--- config.mk ---
export PLATFORM = sky130hd
export DESIGN_NAME = rtd_three_wire_resistance_history
export DESIGN_NICKNAME = d
export VERILOG_FILES = /design/src/rtl/rtdh_pkg.sv /design/src/rtl/rtdh_arith.sv /design/src/rtl/rtdh_history.sv /design/src/rtl/rtd_three_wire_resistance_history.sv
export SDC_FILE = /design/constraint.sdc
export NUM_CORES = 1
export LEC_CHECK = 0
export BUFFER_PORTS_ARGS = -buffer_cell sky130_fd_sc_hd__clkbuf_2
export CAP_MARGIN = 5
export CORE_MARGIN = 1
export CORE_UTILIZATION = 50
export DETAILED_ROUTE_END_ITERATION = 6
export PLACE_DENSITY = 0.65
export SLEW_MARGIN = 5
export SYNTH_ARGS = -nofsm -noshare
export SYNTH_HDL_FRONTEND = slang
export SYNTH_SLANG_ARGS = --single-unit
--- constraint.sdc ---
create_clock -name clk -period 4.8 [get_ports clk]
set_input_delay 0.48 -clock clk [delete_from_list [all_inputs] [get_ports clk]]
set_output_delay 0.48 -clock clk [all_outputs]
set_load 0.02 [all_outputs]
--- src/rtl/rtdh_pkg.sv ---
`default_nettype none

package rtdh_pkg;

    localparam int HISTORY_DEPTH = 16;
    localparam int PTR_W         = $clog2(HISTORY_DEPTH);
    localparam int MAX_RESULTS   = 16;

    localparam int CODE_W   = 16;
    localparam int CNT_W    = 5;
    localparam int RES_W    = 24;
    localparam int SERIES_W = 20;
    localparam int MINREF_W = 15;
    localparam int NUM_W    = 15;
    localparam int PROD_W   = SERIES_W + NUM_W;
    localparam int STEP_W   = $clog2(PROD_W + 1);
    localparam int ADDR_W   = 3;
    localparam int DATA_W   = 32;

    localparam logic [SERIES_W-1:0] SERIES_RESET = 20'd16000;
    localparam logic [MINREF_W-1:0] MINREF_RESET = 15'd1;
    localparam logic [RES_W-1:0]    RES_MAX      = '1;

    localparam logic OP_MEASURE = 1'b0;
    localparam logic OP_READ    = 1'b1;

    localparam logic REG_SERIES = 1'b0;
    localparam logic REG_MINREF = 1'b1;

    typedef struct packed {
        logic                     op;
        logic signed [CODE_W-1:0] ref_code;
        logic signed [CODE_W-1:0] cable_code;
        logic signed [CODE_W-1:0] sensor_code;
        logic [CNT_W-1:0]         read_count;
    } item_t;

    typedef struct packed {
        logic [RES_W-1:0] resistance_x16;
        logic             value_valid;
        logic             request_ok;
        logic             last;
    } result_t;

    typedef struct packed {
        logic             ok;
        logic [RES_W-1:0] value;
    } hist_entry_t;

    typedef struct packed {
        logic        en;
        hist_entry_t entry;
    } hist_wr_t;

    typedef struct packed {
        logic                start;
        logic [SERIES_W-1:0] series;
        logic [NUM_W-1:0]    num;
        logic [CODE_W-1:0]   divisor;
    } arith_req_t;

endpackage

`default_nettype wire

--- src/rtl/rtdh_arith.sv ---
`default_nettype none

module rtdh_arith (
    input  wire logic                              clk,
    input  wire logic                              rst_n,
    input  wire rtdh_pkg::arith_req_t              req,
    output logic                                   done,
    output logic [rtdh_pkg::RES_W-1:0]             quotient
);

    typedef enum logic [1:0] {
        A_IDLE,
        A_MUL,
        A_DIV,
        A_DONE
    } arith_state_t;

    arith_state_t                      state_reg, state_next;
    logic [rtdh_pkg::STEP_W-1:0]       step_reg, step_next;
    logic [rtdh_pkg::PROD_W:0]         data_reg, data_next;
    logic [rtdh_pkg::CODE_W-1:0]       rem_reg, rem_next;
    logic [rtdh_pkg::SERIES_W-1:0]     series_reg, series_next;
    logic [rtdh_pkg::CODE_W-1:0]       div_reg, div_next;
    logic                              done_reg, done_next;
    logic [rtdh_pkg::RES_W-1:0]        quot_reg, quot_next;

    logic [rtdh_pkg::SERIES_W:0]       mul_sum;
    logic [rtdh_pkg::CODE_W:0]         shifted;
    logic [rtdh_pkg::CODE_W+1:0]       diff;
    logic                              qbit;

    // Shift-add multiply: upper part accumulates, multiplier bits leave at the bottom.
    assign mul_sum = data_reg[rtdh_pkg::PROD_W:rtdh_pkg::NUM_W]
                   + (data_reg[0] ? {1'b0, series_reg} : '0);

    // Restoring divide: one quotient bit a cycle, shifted into the dividend register.
    assign shifted = {rem_reg, data_reg[rtdh_pkg::PROD_W-1]};
    assign diff    = {1'b0, shifted} - {2'b00, div_reg};
    assign qbit    = !diff[rtdh_pkg::CODE_W+1];

    always_comb
    begin
        state_next  = state_reg;
        step_next   = step_reg;
        data_next   = data_reg;
        rem_next    = rem_reg;
        series_next = series_reg;
        div_next    = div_reg;
        done_next   = 1'b0;
        quot_next   = quot_reg;
        case (state_reg)
            A_IDLE:
            begin
                if (req.start)
                begin
                    data_next   = {{(rtdh_pkg::SERIES_W + 1){1'b0}}, req.num};
                    series_next = req.series;
                    div_next    = req.divisor;
                    rem_next    = '0;
                    step_next   = '0;
                    state_next  = A_MUL;
                end
            end
            A_MUL:
            begin
                data_next = {1'b0, mul_sum, data_reg[rtdh_pkg::NUM_W-1:1]};
                step_next = step_reg + 1'b1;
                if (step_reg == rtdh_pkg::STEP_W'(rtdh_pkg::NUM_W - 1))
                begin
                    step_next  = '0;
                    state_next = A_DIV;
                end
            end
            A_DIV:
            begin
                data_next = {1'b0, data_reg[rtdh_pkg::PROD_W-2:0], qbit};
                rem_next  = qbit ? diff[rtdh_pkg::CODE_W-1:0]
                                 : shifted[rtdh_pkg::CODE_W-1:0];
                step_next = step_reg + 1'b1;
                if (step_reg == rtdh_pkg::STEP_W'(rtdh_pkg::PROD_W - 1))
                begin
                    state_next = A_DONE;
                end
            end
            A_DONE:
            begin
                done_next  = 1'b1;
                // saturate: any quotient bit above the result width pins to max
                quot_next  = (|data_reg[rtdh_pkg::PROD_W-1:rtdh_pkg::RES_W])
                           ? rtdh_pkg::RES_MAX : data_reg[rtdh_pkg::RES_W-1:0];
                state_next = A_IDLE;
            end
            default:
            begin
                state_next = A_IDLE;
            end
        endcase
    end

    always_ff @(posedge clk or negedge rst_n)
    begin
        if (!rst_n)
        begin
            state_reg <= A_IDLE;
            step_reg  <= '0;
            done_reg  <= 1'b0;
        end
        else
        begin
            state_reg <= state_next;
            step_reg  <= step_next;
            done_reg  <= done_next;
        end
    end

    always_ff @(posedge clk)
    begin
        data_reg   <= data_next;
        rem_reg    <= rem_next;
        series_reg <= series_next;
        div_reg    <= div_next;
        quot_reg   <= quot_next;
    end

    assign done     = done_reg;
    assign quotient = quot_reg;

endmodule

`default_nettype wire

--- src/rtl/rtdh_history.sv ---
`default_nettype none

module rtdh_history (
    input  wire logic                          clk,
    input  wire logic                          rst_n,
    input  wire rtdh_pkg::hist_wr_t            wr,
    input  wire logic [rtdh_pkg::PTR_W-1:0]    rd_addr,
    output rtdh_pkg::hist_entry_t              rd_entry,
    output logic [rtdh_pkg::PTR_W-1:0]         head
);

    rtdh_pkg::hist_entry_t             mem_reg [rtdh_pkg::HISTORY_DEPTH];
    logic [rtdh_pkg::PTR_W-1:0]        head_reg, head_next;

    assign head_next = (head_reg == rtdh_pkg::PTR_W'(rtdh_pkg::HISTORY_DEPTH - 1))
                     ? '0 : head_reg + 1'b1;

    // Reset leaves every entry at zero and marked valid.
    always_ff @(posedge clk or negedge rst_n)
    begin
        if (!rst_n)
        begin
            for (int i = 0; i < rtdh_pkg::HISTORY_DEPTH; i++)
            begin
                mem_reg[i].ok    <= 1'b1;
                mem_reg[i].value <= '0;
            end
            head_reg <= '0;
        end
        else if (wr.en)
        begin
            mem_reg[head_reg] <= wr.entry;
            head_reg          <= head_next;
        end
    end

    assign rd_entry = mem_reg[rd_addr];
    assign head     = head_reg;

endmodule

`default_nettype wire

--- src/rtl/rtd_three_wire_resistance_history.sv ---
`default_nettype none

// Three-wire RTD resistance with a ring history. A measure beat computes
// series_ohms_x16 * (sensor - 2*|cable|) / |ref| in 1/16 ohm, truncated and
// saturated to 24 bits, and stores it with a valid flag; it returns nothing.
// A measure beat that fails a check (series zero, |ref| zero or below
// min_ref_code, negative numerator) is stored as soon as it is accepted. One
// that passes runs through a bit-serial shift-add multiplier (one numerator
// bit per cycle) and a restoring divider (one quotient bit per cycle), and
// the next item is taken only once its result is stored. A read beat of
// count N emits N result beats, oldest first, one per cycle while
// result_ready is high, and the next item is taken after the last beat is
// loaded; an invalid count gives one rejected beat. The history is cleared
// directly by reset, with no clearing pass. Registers: series_ohms_x16 at
// 0x0, min_ref_code at 0x4; write them only while the block is idle.
module rtd_three_wire_resistance_history (
    input  wire logic                           clk,
    input  wire logic                           rst_n,
    input  wire logic                           item_valid,
    output logic                                item_ready,
    input  wire rtdh_pkg::item_t                item,
    output logic                                result_valid,
    input  wire logic                           result_ready,
    output rtdh_pkg::result_t                   result,
    input  wire logic                           psel,
    input  wire logic                           penable,
    input  wire logic                           pwrite,
    input  wire logic [rtdh_pkg::ADDR_W-1:0]    paddr,
    input  wire logic [rtdh_pkg::DATA_W-1:0]    pwdata,
    output logic [rtdh_pkg::DATA_W-1:0]         prdata,
    output logic                                pready
);

    localparam int SW = rtdh_pkg::PTR_W + 1;

    typedef enum logic [1:0] {
        ST_IDLE,
        ST_CALC,
        ST_EMIT
    } top_state_t;

    top_state_t                          state_reg, state_next;
    logic [rtdh_pkg::PTR_W-1:0]          rd_idx_reg, rd_idx_next;
    logic [rtdh_pkg::CNT_W-1:0]          left_reg, left_next;
    logic                                rej_reg, rej_next;
    logic                                res_valid_reg, res_valid_next;
    rtdh_pkg::result_t                   res_reg, res_next;
    logic [rtdh_pkg::SERIES_W-1:0]       series_reg;
    logic [rtdh_pkg::MINREF_W-1:0]       minref_reg;

    logic                                cfg_wr;
    logic                                reg_idx;
    logic [rtdh_pkg::CODE_W-1:0]         ref_bits, cab_bits;
    logic [rtdh_pkg::CODE_W-1:0]         ref_mag, cab_mag;
    logic [rtdh_pkg::CODE_W+1:0]         num;
    logic                                pre_ok;
    logic                                count_ok;
    logic [SW-1:0]                       start_sum;
    logic [rtdh_pkg::PTR_W-1:0]          start_idx;
    logic [rtdh_pkg::PTR_W-1:0]          rd_idx_inc;
    logic                                accept;
    logic                                slot_free;

    rtdh_pkg::arith_req_t                arith_req;
    logic                                arith_done;
    logic [rtdh_pkg::RES_W-1:0]          arith_q;
    rtdh_pkg::hist_wr_t                  hist_wr;
    rtdh_pkg::hist_entry_t               rd_entry;
    logic [rtdh_pkg::PTR_W-1:0]          head;

    // configuration port
    assign pready  = 1'b1;
    assign cfg_wr  = psel && penable && pwrite && pready;
    assign reg_idx = paddr[rtdh_pkg::ADDR_W-1];
    assign prdata  = (reg_idx == rtdh_pkg::REG_MINREF)
                   ? {{(rtdh_pkg::DATA_W - rtdh_pkg::MINREF_W){1'b0}}, minref_reg}
                   : {{(rtdh_pkg::DATA_W - rtdh_pkg::SERIES_W){1'b0}}, series_reg};

    always_ff @(posedge clk or negedge rst_n)
    begin
        if (!rst_n)
        begin
            series_reg <= rtdh_pkg::SERIES_RESET;
            minref_reg <= rtdh_pkg::MINREF_RESET;
        end
        else if (cfg_wr)
        begin
            if (reg_idx == rtdh_pkg::REG_MINREF)
            begin
                minref_reg <= pwdata[rtdh_pkg::MINREF_W-1:0];
            end
            else
            begin
                series_reg <= pwdata[rtdh_pkg::SERIES_W-1:0];
            end
        end
    end

    // measurement checks
    assign ref_bits = item.ref_code;
    assign cab_bits = item.cable_code;
    assign ref_mag  = ref_bits[rtdh_pkg::CODE_W-1] ? ('0 - ref_bits) : ref_bits;
    assign cab_mag  = cab_bits[rtdh_pkg::CODE_W-1] ? ('0 - cab_bits) : cab_bits;
    assign num      = {{2{item.sensor_code[rtdh_pkg::CODE_W-1]}}, item.sensor_code}
                    - {1'b0, cab_mag, 1'b0};
    assign pre_ok   = (series_reg != '0) && (ref_mag != '0)
                   && (ref_mag >= {1'b0, minref_reg}) && !num[rtdh_pkg::CODE_W+1];

    // read window: start at head - count, wrapping around the ring
    assign count_ok  = (item.read_count != '0)
                    && (32'(item.read_count) <= rtdh_pkg::HISTORY_DEPTH)
                    && (32'(item.read_count) <= rtdh_pkg::MAX_RESULTS);
    assign start_sum = {1'b0, head} + SW'(rtdh_pkg::HISTORY_DEPTH)
                     - SW'(item.read_count);
    assign start_idx = (start_sum >= SW'(rtdh_pkg::HISTORY_DEPTH))
                     ? rtdh_pkg::PTR_W'(start_sum - SW'(rtdh_pkg::HISTORY_DEPTH))
                     : start_sum[rtdh_pkg::PTR_W-1:0];
    assign rd_idx_inc = (rd_idx_reg == rtdh_pkg::PTR_W'(rtdh_pkg::HISTORY_DEPTH - 1))
                      ? '0 : rd_idx_reg + 1'b1;

    assign item_ready = (state_reg == ST_IDLE);
    assign accept     = item_valid && item_ready;
    assign slot_free  = !res_valid_reg || result_ready;

    assign arith_req.start   = accept && (item.op == rtdh_pkg::OP_MEASURE) && pre_ok;
    assign arith_req.series  = series_reg;
    assign arith_req.num     = num[rtdh_pkg::NUM_W-1:0];
    assign arith_req.divisor = ref_mag;

    // failed checks store at once; passing measurements store when the divider finishes
    assign hist_wr.en          = (accept && (item.op == rtdh_pkg::OP_MEASURE) && !pre_ok)
                              || arith_done;
    assign hist_wr.entry.ok    = arith_done;
    assign hist_wr.entry.value = arith_done ? arith_q : '0;

    rtdh_arith u_arith (
        .clk      (clk),
        .rst_n    (rst_n),
        .req      (arith_req),
        .done     (arith_done),
        .quotient (arith_q)
    );

    rtdh_history u_history (
        .clk      (clk),
        .rst_n    (rst_n),
        .wr       (hist_wr),
        .rd_addr  (rd_idx_reg),
        .rd_entry (rd_entry),
        .head     (head)
    );

    always_comb
    begin
        state_next     = state_reg;
        rd_idx_next    = rd_idx_reg;
        left_next      = left_reg;
        rej_next       = rej_reg;
        res_valid_next = res_valid_reg && !result_ready;
        res_next       = res_reg;
        case (state_reg)
            ST_IDLE:
            begin
                if (accept)
                begin
                    if (item.op == rtdh_pkg::OP_READ)
                    begin
                        rej_next    = !count_ok;
                        rd_idx_next = start_idx;
                        left_next   = item.read_count;
                        state_next  = ST_EMIT;
                    end
                    else if (pre_ok)
                    begin
                        state_next = ST_CALC;
                    end
                end
            end
            ST_CALC:
            begin
                if (arith_done)
                begin
                    state_next = ST_IDLE;
                end
            end
            ST_EMIT:
            begin
                if (slot_free)
                begin
                    res_valid_next = 1'b1;
                    if (rej_reg)
                    begin
                        res_next.resistance_x16 = '0;
                        res_next.value_valid    = 1'b0;
                        res_next.request_ok     = 1'b0;
                        res_next.last           = 1'b1;
                        state_next              = ST_IDLE;
                    end
                    else
                    begin
                        res_next.resistance_x16 = rd_entry.value;
                        res_next.value_valid    = rd_entry.ok;
                        res_next.request_ok     = 1'b1;
                        res_next.last           = (left_reg == rtdh_pkg::CNT_W'(1));
                        rd_idx_next             = rd_idx_inc;
                        left_next               = left_reg - 1'b1;
                        if (left_reg == rtdh_pkg::CNT_W'(1))
                        begin
                            state_next = ST_IDLE;
                        end
                    end
                end
            end
            default:
            begin
                state_next = ST_IDLE;
            end
        endcase
    end

    always_ff @(posedge clk or negedge rst_n)
    begin
        if (!rst_n)
        begin
            state_reg     <= ST_IDLE;
            left_reg      <= '0;
            rej_reg       <= 1'b0;
            res_valid_reg <= 1'b0;
        end
        else
        begin
            state_reg     <= state_next;
            left_reg      <= left_next;
            rej_reg       <= rej_next;
            res_valid_reg <= res_valid_next;
        end
    end

    always_ff @(posedge clk)
    begin
        rd_idx_reg <= rd_idx_next;
        res_reg    <= res_next;
    end

    assign result_valid = res_valid_reg;
    assign result       = res_reg;

endmodule

`default_nettype wire

Yosys cells after proc, flatten, opt, wreduce, memory -nomap -nowiden
Cells that the tools add are included. W data, S select, Z words.

Bits in latches: 0. Memories kept: 0. Memory bits (writable): 0. Input port bits: 96. Bits in read-only memories: 0. Logic and storage cells: 182. Output and inout port bits: 62. Register bits: 600.

Shift-type cells: 0. Reductions and logical operators: 40. Magnitude comparators: 6. Muxes and demuxes: 48. Eq/ne operators: 20. Add/sub/neg operators: 12. Bitwise gates (word level): 4. Multipliers: 0. Div/mod/pow operators: 0.

Operators with widths (number): $bwmux W400 (1); $pmux W36 S3 (1); $bmux W25 S4 (1); $demux W25 S4 (1); $mux W25 (3); $mux W16 (4); $mux W20 (2); $mux W36 (1); $pmux W16 S2 (1); $sub A1 B16 Y16 const A (2); $mux W4 (7); $mux W24 (1); $mux W2 (11); $add A21 B21 Y21 (1); $mux W5 (4); $reduce_bool A20 Y1 (1); $pmux W6 S3 (1); $sub A17 B16 Y18 (1); $sub A18 B17 Y18 (1); $ge A16 B15 Y1 (1); $reduce_bool A16 Y1 (1); $ge A5 B5 Y1 const B (3); $logic_and A1 B1 Y1 (13); $mux W6 (2); other kinds (35) (65).

Depth between registers and ports, before layout
Gate-level depths: netlist of the first run.

Depth in word-level cells: 10. Gate-level depth with buffers: 16. Gate-level depth less buffers: 14.

Modules after synthesis
From an unflattened synthesis of the first run, not the netlist that was laid out.

Cells, all modules: 2256. Area total of the unflattened synthesis: 30307.8 µm².

By module, submodules not included: rtdh_history (area each 18226.2 µm², sequential area each 10129.7 µm², cells each 1114, instances 1); rtdh_arith (area each 6627.6 µm², sequential area each 3558.4 µm², cells each 586, instances 1); rtd_three_wire_resistance_history (area each 5454.0 µm², sequential area each 2040.7 µm², cells each 556, instances 1).

Least setup slack after synthesis of the first run
No wires, ideal clock.

Path type: input port to flip-flop. Start point: input item[30] in the netlist's numbering. End point: register u_arith.rem_reg[0] in the netlist's numbering (enable). Cell stages on the path: 14. Arrival time: 5496 ps. Slack: -1064 ps. Buffers on the path: 0. Required time: 4432 ps. Path through: or4_1 or4_1 or2_2 nand2_1 xor2_1 ha_1 a21o_1 a21oi_1 nand2_1 o21a_1 o311ai_2 nand4_1 nor2_1 a21o_1.

Cells in the longest elaborated chain, start to end: 8.

Ends and longest elaborated chain: start, declared (line rtd_three_wire_resistance_history.sv:21) `input wire rtdh_pkg::item_t item,`; $sub A1 B16 Y16 (line rtd_three_wire_resistance_history.sv:103) `assign cab_mag = cab_bits[rtdh_pkg::CODE_W-1] ? ('0 - cab_bits) : cab_bits;`; $mux W16 (*) (line rtd_three_wire_resistance_history.sv:103); $sub A18 B17 Y18 (*) (line rtd_three_wire_resistance_history.sv:105) `- {1'b0, cab_mag, 1'b0};`; $logic_not A1 Y1 (*) (line rtd_three_wire_resistance_history.sv:107) `&& (ref_mag >= {1'b0, minref_reg}) && !num[rtdh_pkg::CODE_W+1];`; $logic_and A1 B1 Y1 (*) (line rtd_three_wire_resistance_history.sv:107); $logic_and A1 B1 Y1 (*) (line rtd_three_wire_resistance_history.sv:125) `assign arith_req.start = accept && (item.op == rtdh_pkg::OP_MEASURE) && pre_ok;`; $ne A2 B2 Y1 (no source line) (*); $reduce_and A2 Y1 (no source line) (*); end signal, assigned (line rtdh_arith.sv:119) `rem_reg <= rem_next;`; end, declared (line rtdh_arith.sv:21) `logic [rtdh_pkg::CODE_W-1:0] rem_reg, rem_next;`.

Mark *: on every way between the ends. The rest lies on a longest branch, timed or not. A chain may end at the register's enable or synchronous reset.

Final worst setup path of the first run
Start point: input item[28] in the netlist's numbering. End point: register u_history.mem_reg[104] in the netlist's numbering.

Cells in the longest elaborated chain, start to end: 8.

Ends and longest elaborated chain: $sub A1 B16 Y16 (line rtd_three_wire_resistance_history.sv:103); $mux W16 (*) (line rtd_three_wire_resistance_history.sv:103); $sub A18 B17 Y18 (*) (line rtd_three_wire_resistance_history.sv:105); $logic_not A1 Y1 (*) (line rtd_three_wire_resistance_history.sv:107); $logic_and A1 B1 Y1 (*) (line rtd_three_wire_resistance_history.sv:107); $logic_not A1 Y1 (*) (line rtd_three_wire_resistance_history.sv:131) `assign hist_wr.en = (accept && (item.op == rtdh_pkg::OP_MEASURE) && !pre_ok)`; $logic_and A1 B1 Y1 (*) (line rtd_three_wire_resistance_history.sv:131); $logic_or A1 B1 Y1 (*) (line rtd_three_wire_resistance_history.sv:132) `|| arith_done;`; end signal, assigned by index (line rtdh_history.sv:32) `mem_reg[head_reg] <= wr.entry;`; end, declared (line rtdh_history.sv:12) `rtdh_pkg::hist_entry_t mem_reg [rtdh_pkg::HISTORY_DEPTH];`.

Marked as above.

==> results.sh, run 1 <==
export IMPL_pwr_density_cell_nw_per_um2=714
export IMPL_cpPeakStageDelay_ps=570
export IMPL_crit_path_start_kind="input port"
export IMPL_vias=20500
export IMPL_path_max_fanout=23
export IMPL_rsz0062_at_grt="no"
export IMPL_layout_common_cells="dfrtp_1 (434), o2bb2ai_1 (400), edfxtp_1 (142), clkbuf_2 (129), mux4_2 (125)"
export IMPL_fin_crit_sh_pct=88.1
export IMPL_drt_wl_total_mm=78.8
export IMPL_antenna_found_initial=0
export IMPL_drive_gt1_share_pct=23.7
export IMPL_rr_worst_depth=11
export IMPL_ys_warn_count=0
export IMPL_hp_class="in -> async"
export IMPL_first_pass_iters=7
export IMPL_top_layer_used="met4"
export IMPL_synth_edf_count=142
export IMPL_final_common_cell="dfrtp_1"
export IMPL_clk_latency_ps=620
export IMPL_route_met3_wl_mm=5.13
export IMPL_cts_tree="built"
export IMPL_fin_setup_tns_ps=0
export IMPL_grt_overflow_total=0
export IMPL_status="finished, violations left"
export IMPL_grt_total_usage_pct=26.8
export IMPL_power_leakage_nw=12.9
export IMPL_finClkSkew_ps=30.7
export IMPL_ant_nets=0
export IMPL_hold_buffers=0
export IMPL_relSlewSlack_pct=22.3
export IMPL_slew_viol_final=0
export IMPL_syn2layout_area_growth_pct=12.3
export IMPL_worstSetupPathType="in -> reg"
export IMPL_end_kind="flip-flop"
export IMPL_diodes=0
export IMPL_m1WireLength_mm=32.3
export IMPL_wl_met2_mm=39.1
export IMPL_setup_violations_final=0
export IMPL_routed_via_density=6.39
export IMPL_cts_max_path_buffers=3
export IMPL_nets=2566
export IMPL_peakVddDrop_mv=0.338
export IMPL_utilization_pct=56.8
export IMPL_synth_distinct_cells=91
export IMPL_drc_errors=0
export IMPL_synthCells=2286
export IMPL_clkTransAtPathRegs_ps=60
export IMPL_die_y_um=246
export IMPL_io_buffers=130
export IMPL_required_ps=5230
export IMPL_netlist_area_um2=29800
export IMPL_numCtsBuffers=66
export IMPL_dp_hpwl_mm=50.2
export IMPL_start_util_pct=50.6
export IMPL_ys_seq_elements=599
export IMPL_core_area_um2=58900
export IMPL_cp_cell_sequence="clkbuf_2 -> or4_1 -> or4_1 -> or2_2 -> nand2_1 -> xor2_1 -> ha_1 -> a21o_1 -> a21oi_1 -> nand2_1 -> o2111ai_1 -> o311ai_2 -> buf_4 -> a41oi_4 -> buf_12 -> nand3_4 -> buf_4 -> o2bb2ai_1"
export IMPL_synth_ff_type="dfrtp_1"
export IMPL_cpMaxStageDelayCell="or4_1"
export IMPL_min_period_ps=4230
export IMPL_setup_ws_ps=569
export IMPL_cts_resized=0
export IMPL_first_global_vias=21200
export IMPL_rows=89
export IMPL_hold_worst_slack_ps=-8.10
export IMPL_ctsRootBufferMaster="clkbuf_16"
export IMPL_place_gp_congestion=0.871
export IMPL_hold_viol=6
export IMPL_die_area_um2=60600
export IMPL_die_width_um=246
export IMPL_cts_sinks=599
export IMPL_pre_cts_ws_ps=14.4
export IMPL_failed_checks="negative hold slack"
export IMPL_arrival_ps=4660
export IMPL_power_mw=23.9
export IMPL_tightest_slew_ps=1160
export IMPL_max_cap_viol_count=0
export IMPL_ioPinCount=158
export IMPL_async_flop_share_pct=76.3
export IMPL_drt_iter0_drc=1557
export IMPL_seq_area_frac_synth_pct=52.8
export IMPL_cts_setup_buffers=0
export IMPL_largest_register_ffs=400
export IMPL_htree_levels=3
export IMPL_grt_start_max_net_pins=121
export IMPL_fmaxAchievable_mhz=236
export IMPL_syn_area_per_cell_um2=13.0
export IMPL_grt_pass1_wl_mm=125
export IMPL_drt_wirelength_per_cell_um=24.6
==> report_power, final <==
| group | total, mW | switching, mW | internal (mW) |
|---|---|---|---|
| logic | 9.62 | 5.21 | 4.42 |
| clock network | 5.23 | 2.13 | 3.10 |
| registers | 9.04 | 1.34 | 7.70 |
==> kinds of logic (layout without fill, tap and decap cells) <==
logic type | Yosys count | count (layout) | synth area share, %
compound gates | 676 | 676 | 18.1
flops | 599 | 599 | 52.8
simple gates | 422 | 422 | 7.91
buf+inv | 256 | 393 | 3.98
mux | 180 | 180 | 11.5
fa+ha+maj | 89 | 89 | 3.84
xor+xnor | 62 | 62 | 1.82
other cells | 2 | 13 | 0.0252
==> worst paths after layout <==
check	start	end	slack, ps
worst max-delay path	item[28]	u_history.mem_reg[104]$_DFFE_PN0P_	570
worst min-delay path	rst_n	u_history.mem_reg[312]$_DFFE_PN0P_	-8
worst max register to register	u_arith.data_reg[0]$_DFFE_PP_	u_arith.data_reg[32]$_SDFFCE_PP0P_	1100
worst min register to register	u_history.mem_reg[231]$_DFFE_PN0P_	u_history.mem_reg[231]$_DFFE_PN0P_	480
max in group asynchronous	rst_n	u_history.mem_reg[265]$_DFFE_PN0P_	3630
min in group clk	pwdata[19]	series_reg[19]$_DFFE_PN0P_	130
==> through the flow <==
stage	std cells	cell area, um2
3_5_place_dp	3086	31200
2_1_floorplan	2297	29800
3_3_place_gp	3086	31200
6_report	3207	33400
5_1_grt	3207	33400
4_1_cts	3207	33400
==> layout make-up <==
| type | count | area [um2] |
|---|---|---|
| Clock buffer | 98 | 1980 |
| Inverter | 69 | 259 |
| Sequential cell | 599 | 15700 |
| Multi-Input combinational cell | 1442 | 12900 |
| Fill cell | 4763 | 25500 |
| Timing Repair Buffer | 203 | 1300 |
| Tap cell | 773 | 967 |
| Clock inverter | 23 | 259 |
==> critical path, delay by kind of cell <==
family,cells,cell delay (ps)
AND/OR/NAND/NOR,6,1600
AO/OA/AOI/OAI,6,1170
XOR/XNOR,1,200
buffers and inverters,4,840
adder cells (fa/ha/maj),1,310
==> Yosys cell counts, drive strengths merged (6+ instances only) <==
| cell type | n | area, um2 |
|---|---|---|
| ha | 85 | 1060 |
| nand4 | 7 | 50.1 |
| nand3 | 56 | 430 |
| clkbuf | 118 | 444 |
| o211ai | 8 | 65.1 |
| and3 | 8 | 50.1 |
| nor4 | 16 | 106 |
| o21a | 11 | 82.6 |
| and2 | 49 | 307 |
| a21oi | 72 | 364 |
| dfstp | 23 | 604 |
| or4 | 7 | 56.3 |
| xor2 | 30 | 263 |
| dfrtp | 434 | 10900 |
| a21o | 15 | 113 |
| xnor2 | 32 | 280 |
| mux2 | 51 | 578 |
| nor2b | 18 | 113 |
| nand2 | 106 | 400 |
| nor2 | 61 | 229 |
| or2 | 31 | 194 |
| inv | 68 | 255 |
| nor3 | 21 | 121 |
| buf | 69 | 482 |
| a22oi | 16 | 120 |
| edfxtp | 142 | 4260 |
| o21ai | 67 | 335 |
| a31oi | 6 | 37.5 |
| a221oi | 14 | 123 |
| or3 | 12 | 80.1 |
| o31ai | 12 | 104 |
| nand2b | 16 | 100 |
| mux4 | 125 | 2820 |
| o2bb2ai | 400 | 3500 |
==> routing by layer <==
layer,vias to the layer above,GRT usage [%]
met1,10600,34.8
met4,0,8.88
met3,143,5.71
met5,-,0
li1,9021,-
met2,731,44.6
Power figures use the tool's default switching activity.
==> run 2, diff against run 1 <==
--- a/config.mk
+++ b/config.mk
@@ -8,9 +8,9 @@
 export BUFFER_PORTS_ARGS = -buffer_cell sky130_fd_sc_hd__clkbuf_2
 export CAP_MARGIN = 5
 export CORE_MARGIN = 1
-export CORE_UTILIZATION = 50
+export CORE_UTILIZATION = 35
 export DETAILED_ROUTE_END_ITERATION = 6
-export PLACE_DENSITY = 0.65
+export PLACE_DENSITY = 0.49
 export SLEW_MARGIN = 5
 export SYNTH_ARGS = -nofsm -noshare
 export SYNTH_HDL_FRONTEND = slang
==> run 2 against run 1 <==
Against the previous run: the flow still finishes with violations (negative hold slack); clock-buffer cell count up 12; total power up 1.3%; clock power up 4.4%; fmax up 2.4%; cell count up 11%; non-clock buffer count down 18; worst setup slack better by 100 ps; clock skew about the same; final area up 1.9%; register-to-register slack better by 140 ps; flip-flop and latch count unchanged; via count down 1.8%; critical endpoint is now u_history.mem_reg[99]$_DFFE_PN1P_; largest power group unchanged; highest routed layer unchanged.
==> results.sh, run 2 (synthesis results as in run 1) <==
export IMPL_switchingPower_mw=8.82
export IMPL_pwr_share_comb_pct=40.3
export IMPL_max_cap_viol_count=0
export IMPL_clk_latency_ps=630
export IMPL_fin_crit_sh_pct=86.1
export IMPL_hold_viol=23
export IMPL_pwr_share_clk_pct=22.6
export IMPL_first_global_vias=21000
export IMPL_vias=20100
export IMPL_io_buffers=130
export IMPL_required_ps=5320
export IMPL_cts_setup_buffers=0
export IMPL_hold_buffers=0
export IMPL_nets=2553
export IMPL_worstSetupPathType="in -> reg"
export IMPL_rows=106
export IMPL_first_pass_iters=7
export IMPL_slew_viol_final=0
export IMPL_grt_total_usage_pct=19.9
export IMPL_fill_cells=7897
export IMPL_ant_nets=0
export IMPL_ctsRootBufferMaster="clkbuf_16"
export IMPL_die_y_um=294
export IMPL_drt_wl_total_mm=85.4
export IMPL_cts_resized=0
export IMPL_multi_input_comb_area_um2=13000
export IMPL_end_kind="flip-flop"
export IMPL_failed_checks="negative hold slack"
export IMPL_r2r_end="u_arith.data_reg[32]$_SDFFCE_PP0P_"
export IMPL_pwr_share_seq_pct=37.1
export IMPL_intPower_mw=15.4
export IMPL_drt_iter0_drc=1489
export IMPL_layout_common_cells="dfrtp_1 (434), o2bb2ai_1 (400), edfxtp_1 (142), clkbuf_2 (129), mux4_2 (125)"
export IMPL_rr_worst_depth=12
export IMPL_cts_max_path_buffers=3
export IMPL_largest_register_ffs=400
export IMPL_reg2reg_from="u_arith.data_reg[0]$_DFFE_PP_"
export IMPL_swShare_pct=36.5
export IMPL_seqCellArea_um2=15700
export IMPL_core_area_um2=84000
export IMPL_power_leakage_nw=13.0
export IMPL_cts_tree="built"
export IMPL_relSlewSlack_pct=16.4
export IMPL_routed_via_density=5.64
export IMPL_antenna_found_initial=1
export IMPL_clkTransAtPathRegs_ps=60
export IMPL_drc_errors=0
export IMPL_peakVddDrop_mv=0.381
export IMPL_numCtsBuffers=71
export IMPL_fin_setup_tns_ps=0
export IMPL_crit_path_start_kind="input port"
export IMPL_grt_pass1_wl_mm=131
export IMPL_grt_start_max_net_pins=128
export IMPL_min_period_ps=4130
export IMPL_pwr_density_cell_nw_per_um2=710
export IMPL_status="finished, violations left"
export IMPL_arrival_ps=4650
export IMPL_drt_wirelength_per_cell_um=24.0
export IMPL_cts_sinks=599
export IMPL_syn2layout_area_growth_pct=14.4
export IMPL_dp_hpwl_mm=51.3
export IMPL_htree_levels=3
export IMPL_ioPinCount=158
export IMPL_path_max_fanout=23
export IMPL_die_width_um=294
export IMPL_fmaxAchievable_mhz=242
export IMPL_diodes=0
export IMPL_rsz0062_at_grt="no"
export IMPL_hp_class="in -> async"
export IMPL_drive_gt1_share_pct=23.2
export IMPL_r2r_setup_slack_ps=1240
export IMPL_place_gp_congestion=0.793
export IMPL_final_common_cell="dfrtp_1"
export IMPL_tightest_slew_ps=1250
export IMPL_grt_overflow_total=0
export IMPL_start_util_pct=35.5
export IMPL_die_area_um2=86300
export IMPL_setup_violations_final=0
export IMPL_finClkSkew_ps=30.3
export IMPL_hold_worst_slack_ps=-50.3
-- run 2: per-layer routing --
layer | part of all wire (%) | vias to the layer above | GRT usage (%)
met5 | 0 | - | 0
met4 | 2.6 | 0 | 5.64
met3 | 5.1 | 149 | 3.56
met2 | 49 | 558 | 33.7
met1 | 43 | 10400 | 26.0
li1 | - | 8974 | -
-- run 2: power groups by stage --
stage	registers, mW	logic [mW]	clock network [mW]
2_1_floorplan	8.69	7.15	0
3_3_place_gp	8.91	9.67	0
3_5_place_dp	8.99	9.87	0
4_1_cts	8.96	9.89	5.59
5_1_grt	9.22	10.6	5.80
6_report	8.98	9.74	5.46
-- run 2: final cells by class --
class | instances | area share (%)
Multi-Input combinational cell | 1442 | 38.0
Clock buffer | 110 | 6.12
Sequential cell | 599 | 46.2
Inverter | 69 | 0.760
Tap cell | 1134 | 4.16
Clock inverter | 22 | 0.819
Timing Repair Buffer | 185 | 3.96
-- run 2: worst max path at each step --
stage | startpoint | to | slack, ps | cells past startpoint
floorplan | item[30] | u_arith.rem_reg[0]$_SDFFCE_PN0P_ | 60 | 14
global placement | item[28] | u_history.mem_reg[60]$_DFFE_PN0P_ | 120 | 18
detailed placement | item[28] | u_history.mem_reg[82]$_DFFE_PN0P_ | 30 | 18
CTS | item[28] | u_history.mem_reg[37]$_DFFE_PN0P_ | 670 | 18
global route | item[28] | u_history.mem_reg[58]$_DFFE_PN0P_ | 450 | 18
finish | item[28] | u_history.mem_reg[99]$_DFFE_PN1P_ | 670 | 18
-- run 2: per-stage QoR --
step / std cells / util, % / cell area [um2] / setup slack [ps] / total power, mW
global placement: 3429 / 37.8 / 31700 / 117 / 18.6
CTS: 3561 / 40.6 / 34100 / 667 / 24.4
finish: 3561 / 40.6 / 34100 / 669 / 24.2
detailed placement: 3429 / 37.8 / 31700 / 29.9 / 18.9
global route: 3561 / 40.6 / 34100 / 451 / 25.6
floorplan: 2297 / - / 29800 / 63.9 / 15.8
-- run 2: critical path: stages --
cell and delay, ps:
clkbuf_2 110, or4_1 580, or4_1 450, or2_2 300
nand2_1 80, xor2_1 180, ha_1 300, a21o_1 170
a21oi_1 180, nand2_1 90, o21a_1 180, o311ai_2 250
buf_4 250, a41oi_4 140, buf_12 230, nand2b_1 100
buf_4 360, o2bb2ai_1 170
==> run 3, diff against run 2 <==
--- a/config.mk
+++ b/config.mk
@@ -5,12 +5,13 @@
 export SDC_FILE = /design/constraint.sdc
 export NUM_CORES = 1
 export LEC_CHECK = 0
-export BUFFER_PORTS_ARGS = -buffer_cell sky130_fd_sc_hd__clkbuf_2
+export ABC_CLOCK_PERIOD_IN_PS = 4800
 export CAP_MARGIN = 5
 export CORE_MARGIN = 1
-export CORE_UTILIZATION = 35
+export CORE_UTILIZATION = 50
 export DETAILED_ROUTE_END_ITERATION = 6
-export PLACE_DENSITY = 0.49
+export DONT_BUFFER_PORTS = 1
+export PLACE_DENSITY = 0.63
 export SLEW_MARGIN = 5
 export SYNTH_ARGS = -nofsm -noshare
 export SYNTH_HDL_FRONTEND = slang
==> run 3 against run 2 <==
Against the previous run: the flow finishes with violations (negative hold slack, max-slew violations); fmax grew 4.8%; sequential power grew 2.4%; worst hold slack lost 330 ps; final area shrank 4.1%; non-clock buffer count shrank 120; clock-buffer cell count shrank 6.
==> results.sh, run 3 (synthesis results as in run 1) <==
export IMPL_status="finished, violations left"
export IMPL_failed_checks="negative hold slack, max-slew violations"
export IMPL_cts_resized=0
export IMPL_swShare_pct=35.9
export IMPL_hold_viol=416
export IMPL_largest_register_ffs=400
export IMPL_relSlewSlack_pct=-22.5
export IMPL_max_cap_viol_count=0
export IMPL_cts_tree="built"
export IMPL_final_cells=3065
export IMPL_peakVddDrop_mv=0.440
export IMPL_syn2layout_area_growth_pct=9.67
export IMPL_pwr_density_cell_nw_per_um2=721
export IMPL_rsz0062_at_grt="no"
export IMPL_die_area_um2=60600
export IMPL_drt_iter0_drc=1715
export IMPL_vias=19700
export IMPL_drive_gt1_share_pct=18.5
export IMPL_path_max_fanout=23
export IMPL_pre_cts_ws_ps=252
export IMPL_rows=89
export IMPL_pwr_share_comb_pct=39.0
export IMPL_htree_levels=3
export IMPL_final_common_cell="dfrtp_1"
export IMPL_cts_max_path_buffers=3
export IMPL_ioPinCount=158
export IMPL_routed_via_density=6.43
export IMPL_cpPeakStageDelay_ps=580
export IMPL_drc_errors=0
export IMPL_setup_violations_final=0
export IMPL_numCtsBuffers=67
export IMPL_fin_crit_sh_pct=82.1
export IMPL_intPower_mw=15.1
export IMPL_clk_latency_ps=610
export IMPL_cp_cell_sequence="or4_1 -> or4_1 -> or2_2 -> nand2_1 -> xor2_1 -> ha_1 -> a21o_1 -> a21oi_1 -> nand2_1 -> o2111ai_1 -> o311ai_2 -> buf_4 -> a41oi_4 -> buf_12 -> nand3_4 -> buf_4 -> o2bb2ai_1"
export IMPL_first_pass_iters=5
export IMPL_pwr_share_seq_pct=39.1
export IMPL_grt_pass1_wl_mm=123
export IMPL_required_ps=5230
export IMPL_ant_nets=0
export IMPL_drt_wirelength_per_cell_um=25.3
export IMPL_end_kind="flip-flop"
export IMPL_power_leakage_nw=12.3
export IMPL_dp_cells=2947
export IMPL_cp_buffers_inverters=3
export IMPL_pwr_share_clk_pct=21.9
export IMPL_critPathTopFamily="simple AND/OR/NAND/NOR gates"
export IMPL_cts_sinks=599
export IMPL_core_area_um2=58900
export IMPL_place_gp_congestion=0.855
export IMPL_hp_class="in -> async"
export IMPL_nets=2429
export IMPL_clkTransAtPathRegs_ps=60
export IMPL_cpMaxStageDelayCell="or4_1"
export IMPL_hold_buffers=1
export IMPL_dp_hpwl_mm=49.3
export IMPL_first_global_vias=20300
export IMPL_drt_wl_total_mm=77.4
export IMPL_fmaxAchievable_mhz=254
export IMPL_worstSetupPathType="in -> reg"
export IMPL_die_y_um=246
export IMPL_ctsRootBufferMaster="clkbuf_16"
export IMPL_switchingPower_mw=8.46
export IMPL_hold_worst_slack_ps=-379
export IMPL_tightest_slew_ps=1840
export IMPL_die_width_um=246
export IMPL_io_buffers=0
export IMPL_start_util_pct=50.6
export IMPL_grt_total_usage_pct=26.3
export IMPL_slew_viol_final=228
export IMPL_crit_path_start_kind="input port"
export IMPL_cts_setup_buffers=0
export IMPL_setup_ws_ps=860
export IMPL_grt_overflow_total=0
export IMPL_power_mw=23.5
export IMPL_diodes=0
export IMPL_fin_setup_tns_ps=0
export IMPL_finClkSkew_ps=21.8
export IMPL_grt_start_max_net_pins=458
export IMPL_min_period_ps=3940
export IMPL_antenna_found_initial=0
export IMPL_layout_common_cells="dfrtp_1 (434), o2bb2ai_1 (400), edfxtp_1 (142), mux4_2 (125), nand2_1 (105)"
export IMPL_arrival_ps=4370
run 3: cell types whose count changed in the layout (fill, tap and decap cells not counted), sizes merged:
cell,before,now
buf,56,64
bufinv,4,2
clkbuf,239,104
clkinv,12,10
clkinvlp,3,0
dlygate4sd3,0,1
inv,72,70
run 3: routing by layer:
| layer | GRT usage (%) | routed length (um) |
|---|---|---|
| met1 | 34.8 | 32500 |
| met2 | 44.1 | 38500 |
| met3 | 5.26 | 4590 |
| met4 | 7.36 | 1890 |
| met5 | 0 | 0 |
run 3: final timing paths:
| kind | end | start | depth (start not counted) | slack [ps] |
|---|---|---|---|---|
| min | u_history.mem_reg[304]$_DFFE_PN0P_ | rst_n | 0 | -380 |
| min in group clk | minref_reg[4]$_DFFE_PN0P_ | pwdata[4] | 1 | 30 |
| max in group asynchronous | u_history.mem_reg[44]$_DFFE_PN0P_ | rst_n | 0 | 3750 |
| max reg2reg | u_arith.data_reg[32]$_SDFFCE_PP0P_ | u_arith.data_reg[0]$_DFFE_PP_ | 11 | 1150 |
| max | u_history.mem_reg[148]$_DFFE_PN0P_ | item[30] | 17 | 860 |
| min reg2reg | u_history.mem_reg[19]$_DFFE_PN0P_ | u_history.mem_reg[19]$_DFFE_PN0P_ | 1 | 480 |
run 3: layout make-up:
type / count / area (um2)
well taps: 773 / 967
clock inverters: 13 / 125
multi-input cells: 1442 / 12900
flip-flops and latches: 599 / 15700
clock buffers: 104 / 2070
repair buffers: 65 / 578
fillers: 4804 / 26200
inverters: 69 / 259
run 3: power by group through the flow:
stage               Clock [mW]  Sequential [mW]  Combinational, mW
finish                    5.15             9.20               9.19
global route              5.45             9.44               9.98
CTS                       5.24             9.16               9.24
detailed placement           0             9.19               9.22
global placement             0             9.11               8.97
floorplan                    0             8.69               7.15
run 3: through the flow:
stage | instance area, um2 | hold slack (ps) | util, %
6_report | 32700 | -379 | 55.5
5_1_grt | 32700 | -416 | 55.5
4_1_cts | 32700 | -417 | 55.5
3_5_place_dp | 30500 | 224 | 51.7
3_3_place_gp | 30500 | 224 | 51.7
2_1_floorplan | 29800 | 184 | -
run 3: worst register-to-register path: stages (launching register included):
cell and delay [ps]:
edfxtp_1 660, and2_1 290, ha_1 220, fa_1 410, a21oi_1 210, o211ai_1 170, o311ai_0 540, a21o_1 270
o311ai_0 200, nand2_1 130, mux2i_1 240, nand2_1 70
